===== src/hdl/prfl_pkg.sv =====
package prfl_pkg;

	localparam int FRAMES_C = 8;
	localparam int PAGES_C  = 256;

	localparam int PAGE_W  = 8;
	localparam int AGE_W   = 3;
	localparam int COUNT_W = 16;
	localparam int FIDX_W  = 3;
	localparam int CFG_W   = 4;
	localparam int CFG_IDX_W = 1;

	localparam logic [AGE_W-1:0]   AGE_OLDEST = '1;
	localparam logic [COUNT_W-1:0] FAULT_MAX  = '1;

	// register indexes
	localparam logic [CFG_IDX_W-1:0] REG_POLICY      = 1'd0;
	localparam logic [CFG_IDX_W-1:0] REG_FRAMES_USED = 1'd1;

	// policy codes
	localparam logic POLICY_FIFO = 1'b0;
	localparam logic POLICY_LRU  = 1'b1;

	localparam logic [CFG_W-1:0] FRAMES_USED_RESET = 4'd8;

	typedef struct packed {
		logic [PAGE_W-1:0] page_number;
		logic              final_access;
	} req_t;

	typedef struct packed {
		logic               hit;
		logic [FIDX_W-1:0]  frame_index;
		logic               evicted_valid;
		logic [PAGE_W-1:0]  evicted_page;
		logic [COUNT_W-1:0] fault_count;
		logic               final_res;
	} rsp_t;

	// page number folded into the page space, worked out at elaboration
	typedef logic [PAGE_W-1:0] page_tab_t [2**PAGE_W];

	function automatic page_tab_t build_page_tab();
		page_tab_t tab;
		for (int i = 0; i < 2**PAGE_W; i++) begin
			tab[i] = PAGE_W'(i % PAGES_C);
		end
		return tab;
	endfunction

	localparam page_tab_t PAGE_TAB = build_page_tab();

endpackage


===== src/hdl/prfl_table.sv =====
module prfl_table import prfl_pkg::*; #(
	parameter int FRAMES = FRAMES_C
) (
	input  logic             clk,
	input  logic             arst_n,
	input  logic             en,
	input  logic             policy,
	input  logic [CFG_W-1:0] frames_used,
	input  req_t             req,
	output rsp_t             rsp
);

	localparam int FIW = (FRAMES > 1) ? $clog2(FRAMES) : 1;

	logic [PAGE_W-1:0]  pages_q [FRAMES];
	logic [FRAMES-1:0]  valid_q;
	logic [AGE_W-1:0]   age_q [FRAMES];
	logic [FIW-1:0]     ptr_q;
	logic [COUNT_W-1:0] total_q;

	logic [FRAMES-1:0]  valid_n;
	logic [AGE_W-1:0]   age_n [FRAMES];
	logic [FIW-1:0]     ptr_n;
	logic [COUNT_W-1:0] total_n;
	logic [FIW-1:0]     slot;
	logic [PAGE_W-1:0]  page;
	logic               found;

	always_comb begin
		int                 n;
		logic [FRAMES-1:0]  in_use;
		logic [FIW-1:0]     hit_idx;
		logic [FIW-1:0]     empty_idx;
		logic [FIW-1:0]     lru_idx;
		logic               has_empty;
		logic [AGE_W-1:0]   best;
		logic [AGE_W-1:0]   old_age;
		logic               slot_valid;
		logic [PAGE_W-1:0]  slot_page;
		logic               evict;

		page = PAGE_TAB[req.page_number];

		// frames in use, clamped to 1..FRAMES
		if (frames_used == '0) begin
			n = 1;
		end else if (int'(frames_used) > FRAMES) begin
			n = FRAMES;
		end else begin
			n = int'(frames_used);
		end
		for (int f = 0; f < FRAMES; f++) begin
			in_use[f] = (f < n);
		end

		// lowest matching frame and lowest empty frame
		found     = 1'b0;
		hit_idx   = '0;
		has_empty = 1'b0;
		empty_idx = '0;
		for (int f = FRAMES - 1; f >= 0; f--) begin
			if (in_use[f] && valid_q[f] && pages_q[f] == page) begin
				found   = 1'b1;
				hit_idx = FIW'(f);
			end
			if (in_use[f] && !valid_q[f]) begin
				has_empty = 1'b1;
				empty_idx = FIW'(f);
			end
		end

		// oldest frame, lowest index on a tie
		best    = '0;
		lru_idx = '0;
		for (int f = 0; f < FRAMES; f++) begin
			if (in_use[f] && age_q[f] > best) begin
				best    = age_q[f];
				lru_idx = FIW'(f);
			end
		end

		ptr_n = ptr_q;
		if (found) begin
			slot = hit_idx;
		end else if (policy == POLICY_LRU) begin
			slot = has_empty ? empty_idx : lru_idx;
		end else begin
			slot  = (int'(ptr_q) < n) ? ptr_q : '0;
			ptr_n = (int'(slot) + 1 >= n) ? '0 : FIW'(int'(slot) + 1);
		end

		slot_valid = 1'b0;
		slot_page  = '0;
		for (int f = 0; f < FRAMES; f++) begin
			if (FIW'(f) == slot) begin
				slot_valid = valid_q[f];
				slot_page  = pages_q[f];
			end
		end
		old_age = slot_valid ? age_q[slot] : AGE_OLDEST;
		evict   = !found && slot_valid;

		// recency update, lru only
		for (int f = 0; f < FRAMES; f++) begin
			age_n[f] = age_q[f];
			if (policy == POLICY_LRU) begin
				if (FIW'(f) == slot) begin
					age_n[f] = '0;
				end else if (in_use[f] && valid_q[f] && age_q[f] < old_age) begin
					age_n[f] = age_q[f] + 1'b1;
				end
			end
		end

		valid_n = valid_q;
		total_n = total_q;
		if (!found) begin
			for (int f = 0; f < FRAMES; f++) begin
				if (FIW'(f) == slot) begin
					valid_n[f] = 1'b1;
				end
			end
			if (total_q != FAULT_MAX) begin
				total_n = total_q + 1'b1;
			end
		end

		rsp.hit           = found;
		rsp.frame_index   = FIDX_W'(slot);
		rsp.evicted_valid = evict;
		rsp.evicted_page  = evict ? slot_page : '0;
		rsp.fault_count   = total_n;
		rsp.final_res     = req.final_access;
	end

	always_ff @(posedge clk or negedge arst_n) begin
		if (!arst_n) begin
			valid_q <= '0;
			ptr_q   <= '0;
			total_q <= '0;
			for (int f = 0; f < FRAMES; f++) begin
				age_q[f] <= '0;
			end
		end else if (en) begin
			if (req.final_access) begin
				valid_q <= '0;
				ptr_q   <= '0;
				total_q <= '0;
				for (int f = 0; f < FRAMES; f++) begin
					age_q[f] <= '0;
				end
			end else begin
				valid_q <= valid_n;
				ptr_q   <= ptr_n;
				total_q <= total_n;
				for (int f = 0; f < FRAMES; f++) begin
					age_q[f] <= age_n[f];
				end
			end
		end
	end

	always_ff @(posedge clk) begin
		if (en && !found) begin
			for (int f = 0; f < FRAMES; f++) begin
				if (FIW'(f) == slot) begin
					pages_q[f] <= page;
				end
			end
		end
	end

endmodule


===== src/hdl/page_replacement_fifo_lru.sv =====
// page replacement unit, first-in first-out or least recently used. each request transaction
// carries one page reference and gives exactly one response transaction: hit flag, frame that
// now holds the page, the page evicted if any, and the running fault count (saturating at
// 65535). one reference is taken every cycle while the response side is not stalled; an
// accepted request goes to the input register, then all frames are compared, the victim
// chosen and the ages updated in one pass into the response register, which presents it.
// the stage between the registers is set by the oldest-frame search across the frames in use.
// a request flagged final_access clears valid bits, ages, fifo pointer and fault count once
// its response is formed. the user must write policy and frames_used through the cfg port
// only while no transaction is in flight; the block itself does not enforce it.
module page_replacement_fifo_lru import prfl_pkg::*; #(
	parameter int FRAMES = FRAMES_C
) (
	input  logic                 clk,
	input  logic                 arst_n,
	// configuration writes
	input  logic                 cfg_we,
	input  logic [CFG_IDX_W-1:0] cfg_index,
	input  logic [CFG_W-1:0]     cfg_data,
	// request channel
	input  logic                 req_valid,
	output logic                 req_stall,
	input  req_t                 req,
	// response channel
	output logic                 rsp_valid,
	input  logic                 rsp_stall,
	output rsp_t                 rsp
);

	// configuration registers
	logic             policy_q;
	logic [CFG_W-1:0] frames_used_q;

	// input register
	logic req_valid_s1;
	req_t req_s1;

	// response register
	logic rsp_valid_s2;
	rsp_t rsp_s2;

	rsp_t rsp_comb;
	logic take;
	logic adv;

	always_ff @(posedge clk or negedge arst_n) begin
		if (!arst_n) begin
			policy_q      <= POLICY_FIFO;
			frames_used_q <= FRAMES_USED_RESET;
		end else if (cfg_we) begin
			unique case (cfg_index)
				REG_POLICY:      policy_q      <= cfg_data[0];
				REG_FRAMES_USED: frames_used_q <= cfg_data;
				default:         ;
			endcase
		end
	end

	// stage 1 moves on whenever the response register is free or being drained
	assign adv       = req_valid_s1 && (!rsp_valid_s2 || !rsp_stall);
	assign req_stall = req_valid_s1 && !adv;
	assign take      = req_valid && !req_stall;

	always_ff @(posedge clk or negedge arst_n) begin
		if (!arst_n) begin
			req_valid_s1 <= 1'b0;
		end else if (take) begin
			req_valid_s1 <= 1'b1;
		end else if (adv) begin
			req_valid_s1 <= 1'b0;
		end
	end

	always_ff @(posedge clk) begin
		if (take) begin
			req_s1 <= req;
		end
	end

	// frame table: lookup, victim choice and state update in one pass
	prfl_table #(
		.FRAMES(FRAMES)
	) u_table (
		.clk        (clk),
		.arst_n     (arst_n),
		.en         (adv),
		.policy     (policy_q),
		.frames_used(frames_used_q),
		.req        (req_s1),
		.rsp        (rsp_comb)
	);

	always_ff @(posedge clk or negedge arst_n) begin
		if (!arst_n) begin
			rsp_valid_s2 <= 1'b0;
		end else if (adv) begin
			rsp_valid_s2 <= 1'b1;
		end else if (!rsp_stall) begin
			rsp_valid_s2 <= 1'b0;
		end
	end

	always_ff @(posedge clk) begin
		if (adv) begin
			rsp_s2 <= rsp_comb;
		end
	end

	assign rsp_valid = rsp_valid_s2;
	assign rsp       = rsp_s2;

endmodule


===== config.mk =====
export PLATFORM = sky130hd
export DESIGN_NAME = page_replacement_fifo_lru
export DESIGN_NICKNAME = d
export VERILOG_FILES = /design/src/hdl/prfl_pkg.sv /design/src/hdl/prfl_table.sv /design/src/hdl/page_replacement_fifo_lru.sv
export SDC_FILE = /design/constraint.sdc
export NUM_CORES = 1
export LEC_CHECK = 0
export BUFFER_PORTS_ARGS = -buffer_cell sky130_fd_sc_hd__buf_2
export CAP_MARGIN = 15
export CORE_UTILIZATION = 65
export DETAILED_ROUTE_END_ITERATION = 10
export MAX_ROUTING_LAYER = met4
export PLACE_DENSITY = 0.84
export SETUP_SLACK_MARGIN = 0.02
export SLEW_MARGIN = 20
export SYNTH_ARGS = -nofsm -noshare
export SYNTH_HDL_FRONTEND = slang
export SYNTH_SLANG_ARGS = --single-unit

===== constraint.sdc =====
create_clock -name clk -period 17.4 [get_ports clk]
set_input_delay 3.48 -clock clk [delete_from_list [all_inputs] [get_ports clk]]
set_output_delay 3.48 -clock clk [all_outputs]
set_load 0.05 [all_outputs]

==> flow_summary.yaml <==
clocking:
  clk_pin_slew_ps: 70
  ctsResizeCount: 0
  cts_sinks: 161
  clock_latency_ps: 440
  cts.htree.levels: 4
  cts_buffer_depth: 2
  cts_setup_buffers: 0
  cts_tree: "built"
  cts_inserted_buffers: 17
  cts_hold_buf: 0
  cts_root_buf: "clkbuf_16"
cells_and_area:
  fill_cells: 1055
  final_cell_area_um2: 10820
  drive_above_1_share_pct: 13.57
  final_nets: 1075
  stdcell_count: 1223
  syn_to_final_growth_pct: 9.135
  final_util_pct: 73.63
  antenna_cells: 0
yosys:
  synth_cell_types: 91
  synth_top_cell_by_area: "edfxtp_1"
  synth_ff_type: "edfxtp_1"
  synth_edf_count: 103
  synthCells: 998
  synthTopCellsByArea: "edfxtp_1 31%, dfrtp_1 14%, xnor2_1 4.6%, nand2_1 4.3%, ha_1 3.8%"
  synth_top_area_share_pct: 31.19
  synth.top_cells.by_count: "114 x nand2_1, 103 x edfxtp_1, 74 x nor2_1"
  ys_ff_latch: 161
  synthArstFlopShare_pct: 36.02
  syn_nets: 1047
  avgSynthCellArea_um2: 9.937
  netlist_area_um2: 9917
  synth.most_common_cell: "nand2_1"
  ys_seq_area_share_pct: 45.84
  yosysWarnings: 0
global_route:
  overflow: 0
  grt.total_usage_pct: 35.86
  antenna_found_initial: 0
  grt_pass1_vias: 8062
  grt_first_pass_wirelength_um: 42110
  grt_max_degree: 59
floorplanning:
  coreArea_um2: 14700
  start_util_pct: 67.47
  io_pins: 51
  die_h_um: 125.5
  dieWidth_um: 125.5
  rows: 44
  die-area_um2: 15760
timing:
  fin_setup_tns_ps: 0
  skew_ps: 12.40
  timing.final.max_slew_violations: 0
  fin_ws_ps: 4435
  finalHoldViolCount: 0
  period_share_pct: 74.51
  min_period_ps: 12960
  setup-violations-final: 0
  whs_ps: 491.2
  maxSlewHeadroom_pct: 34.07
  grt_setup_unrepaired: "false"
  max_freq_mhz: 77.13
  worst_slew_pin_slew_ps: 985.3
drt:
  wirelength_um: 26320
  drcViolationCount: 1
  via_per_inst: 6.783
  drt_first_pass_iters: 8
  initialDrtViolationCount: 984
  vias: 8296
  detail-route-antenna-nets: 0
  wire_per_inst_um: 21.52
worst_setup_path:
  critical_path_class: "reg -> reg"
  critPathMostFrequentCell: "nor2_1"
  required_ps: 17630
  cp_data_arrival_time_ps: 13190
  timing.rr.end: "rsp[20]"
  cp_slowest_cell: "nor2_1"
  timing.rr.start: "u_table.age_q[21]"
  worstPathMaxFanout: 40
  r2r.worst_path.cells: 57
  cp_slowest_stage_delay_ps: 640
  critPathLaunchType: "flop"
  end_kind: "flop"
  reg2reg_slack_ps: 4440
hold_path:
  holdPathStages: 1
  hold_class: "reg -> reg"
  holdPathEnd: "rsp_valid"
  min_from: "req_valid_s1"
pwr:
  peakVddDrop_mv: 0.1090
  power.static_leakage_nw: 4.243
  pwr_density_cell_nw_per_um2: 157.6
  power_mw: 1.706
placement:
  dpl_worst_slack_ps: 4743
  dp_cells: 1191
  dp_hpwl_um: 18240
  finalWeightedCongestion: 0.9832
  io_buffers: 50
  dpl_cell_area_um2: 10240
run:
  maxCapViolations: 0
status:
  status: "finished with violations"
  failed_checks: "DRC"
==> worst max-delay path, delay by kind of cell, from the launching register on <==
kind / cells / cell delay, ps
fa+ha+maj: 9 / 2540
compound gates: 21 / 4070
simple gates: 23 / 4290
flops: 1 / 550
mux: 1 / 340
buf+inv: 3 / 850
==> per-layer routing <==
layer	part of all wire [%]	vias up	global-route usage, %	wire [um]
met5	0	-	-	0
met3	8.5	102	7.403	2230
met1	40	3914	43.65	10400
li1	-	3784	-	-
met4	4.5	0	16.79	1177
met2	48	496	57.35	12510
==> where the power goes <==
part	leakage, nW	internal [mW]	switching [mW]
sequential	1.75	0.468	0.0588
combinational	2.21	0.274	0.538
clock	0.288	0.192	0.175
==> how the worst max path moves through the flow <==
stage | startpoint | endpoint | slack (ps) | cells after the start
2_1_floorplan | u_table.age_q[21] | u_table.age_q[12] | 6680 | 60
3_3_place_gp | u_table.age_q[21] | u_table.age_q[3] | 5190 | 59
3_5_place_dp | u_table.age_q[21] | rsp[20] | 4740 | 56
4_1_cts | u_table.age_q[21] | rsp[20] | 4670 | 57
5_1_grt | u_table.age_q[21] | u_table.age_q[13] | 3310 | 59
6_report | u_table.age_q[21] | rsp[20] | 4440 | 57
==> flip-flops by register name (all words and copies together) (netlist names) <==
register and count:
u_table.pages_q 64, rsp 30, u_table.age_q 24, u_table.total_q 16
req_s1 9, u_table.valid_q 8, frames_used_q 4, u_table.ptr_q 3
policy_q 1, req_valid_s1 1, rsp_valid 1
==> logic make-up (layout without fill, tap and decap cells) <==
group                      after synthesis  in the layout  synth area share, %
muxes                                   35             35                3.747
DFF                                    161            161                45.84
AOI/OAI and AO/OA                      266            266                19.59
and+or+nand+nor                        340            340                16.39
buffers and inverters                   89            130                3.823
xor gates and xnor gates                76             76                6.712
adders and majority gates               31             31                3.899
==> layout by cell type (no fill, tap or decap), drive strengths merged, types with 6 or more instances in the layout <==
master  instances
a31oi          15
buf            60
a21oi          56
and3           12
nand2b         10
o211a           6
a22o           11
dfrtp          57
nand4          28
nand2         114
o21a           21
xnor2          52
nor3           24
clkbuf         17
nand3          33
o211ai         11
o21ai          49
edfxtp        103
a31o            7
mux2           17
or3             9
xor2           24
clkinv          8
inv            45
nor2b           6
nor2           75
mux2i          18
ha             30
a221oi          7
nor4            7
a211o           7
==> final cells by class <==
cell class | instances | area, um2 | share of cell area [%]
clock buffers | 17 | 425.4 | 3.931
well taps | 184 | 230.2 | 2.127
repair buffers | 60 | 325.3 | 3.006
multi-input cells | 748 | 4992 | 46.13
inverters | 38 | 142.6 | 1.318
flip-flops and latches | 161 | 4546 | 42.00
clock inverters | 15 | 161.4 | 1.491
Note: power is estimated with default switching activity, not from simulation.
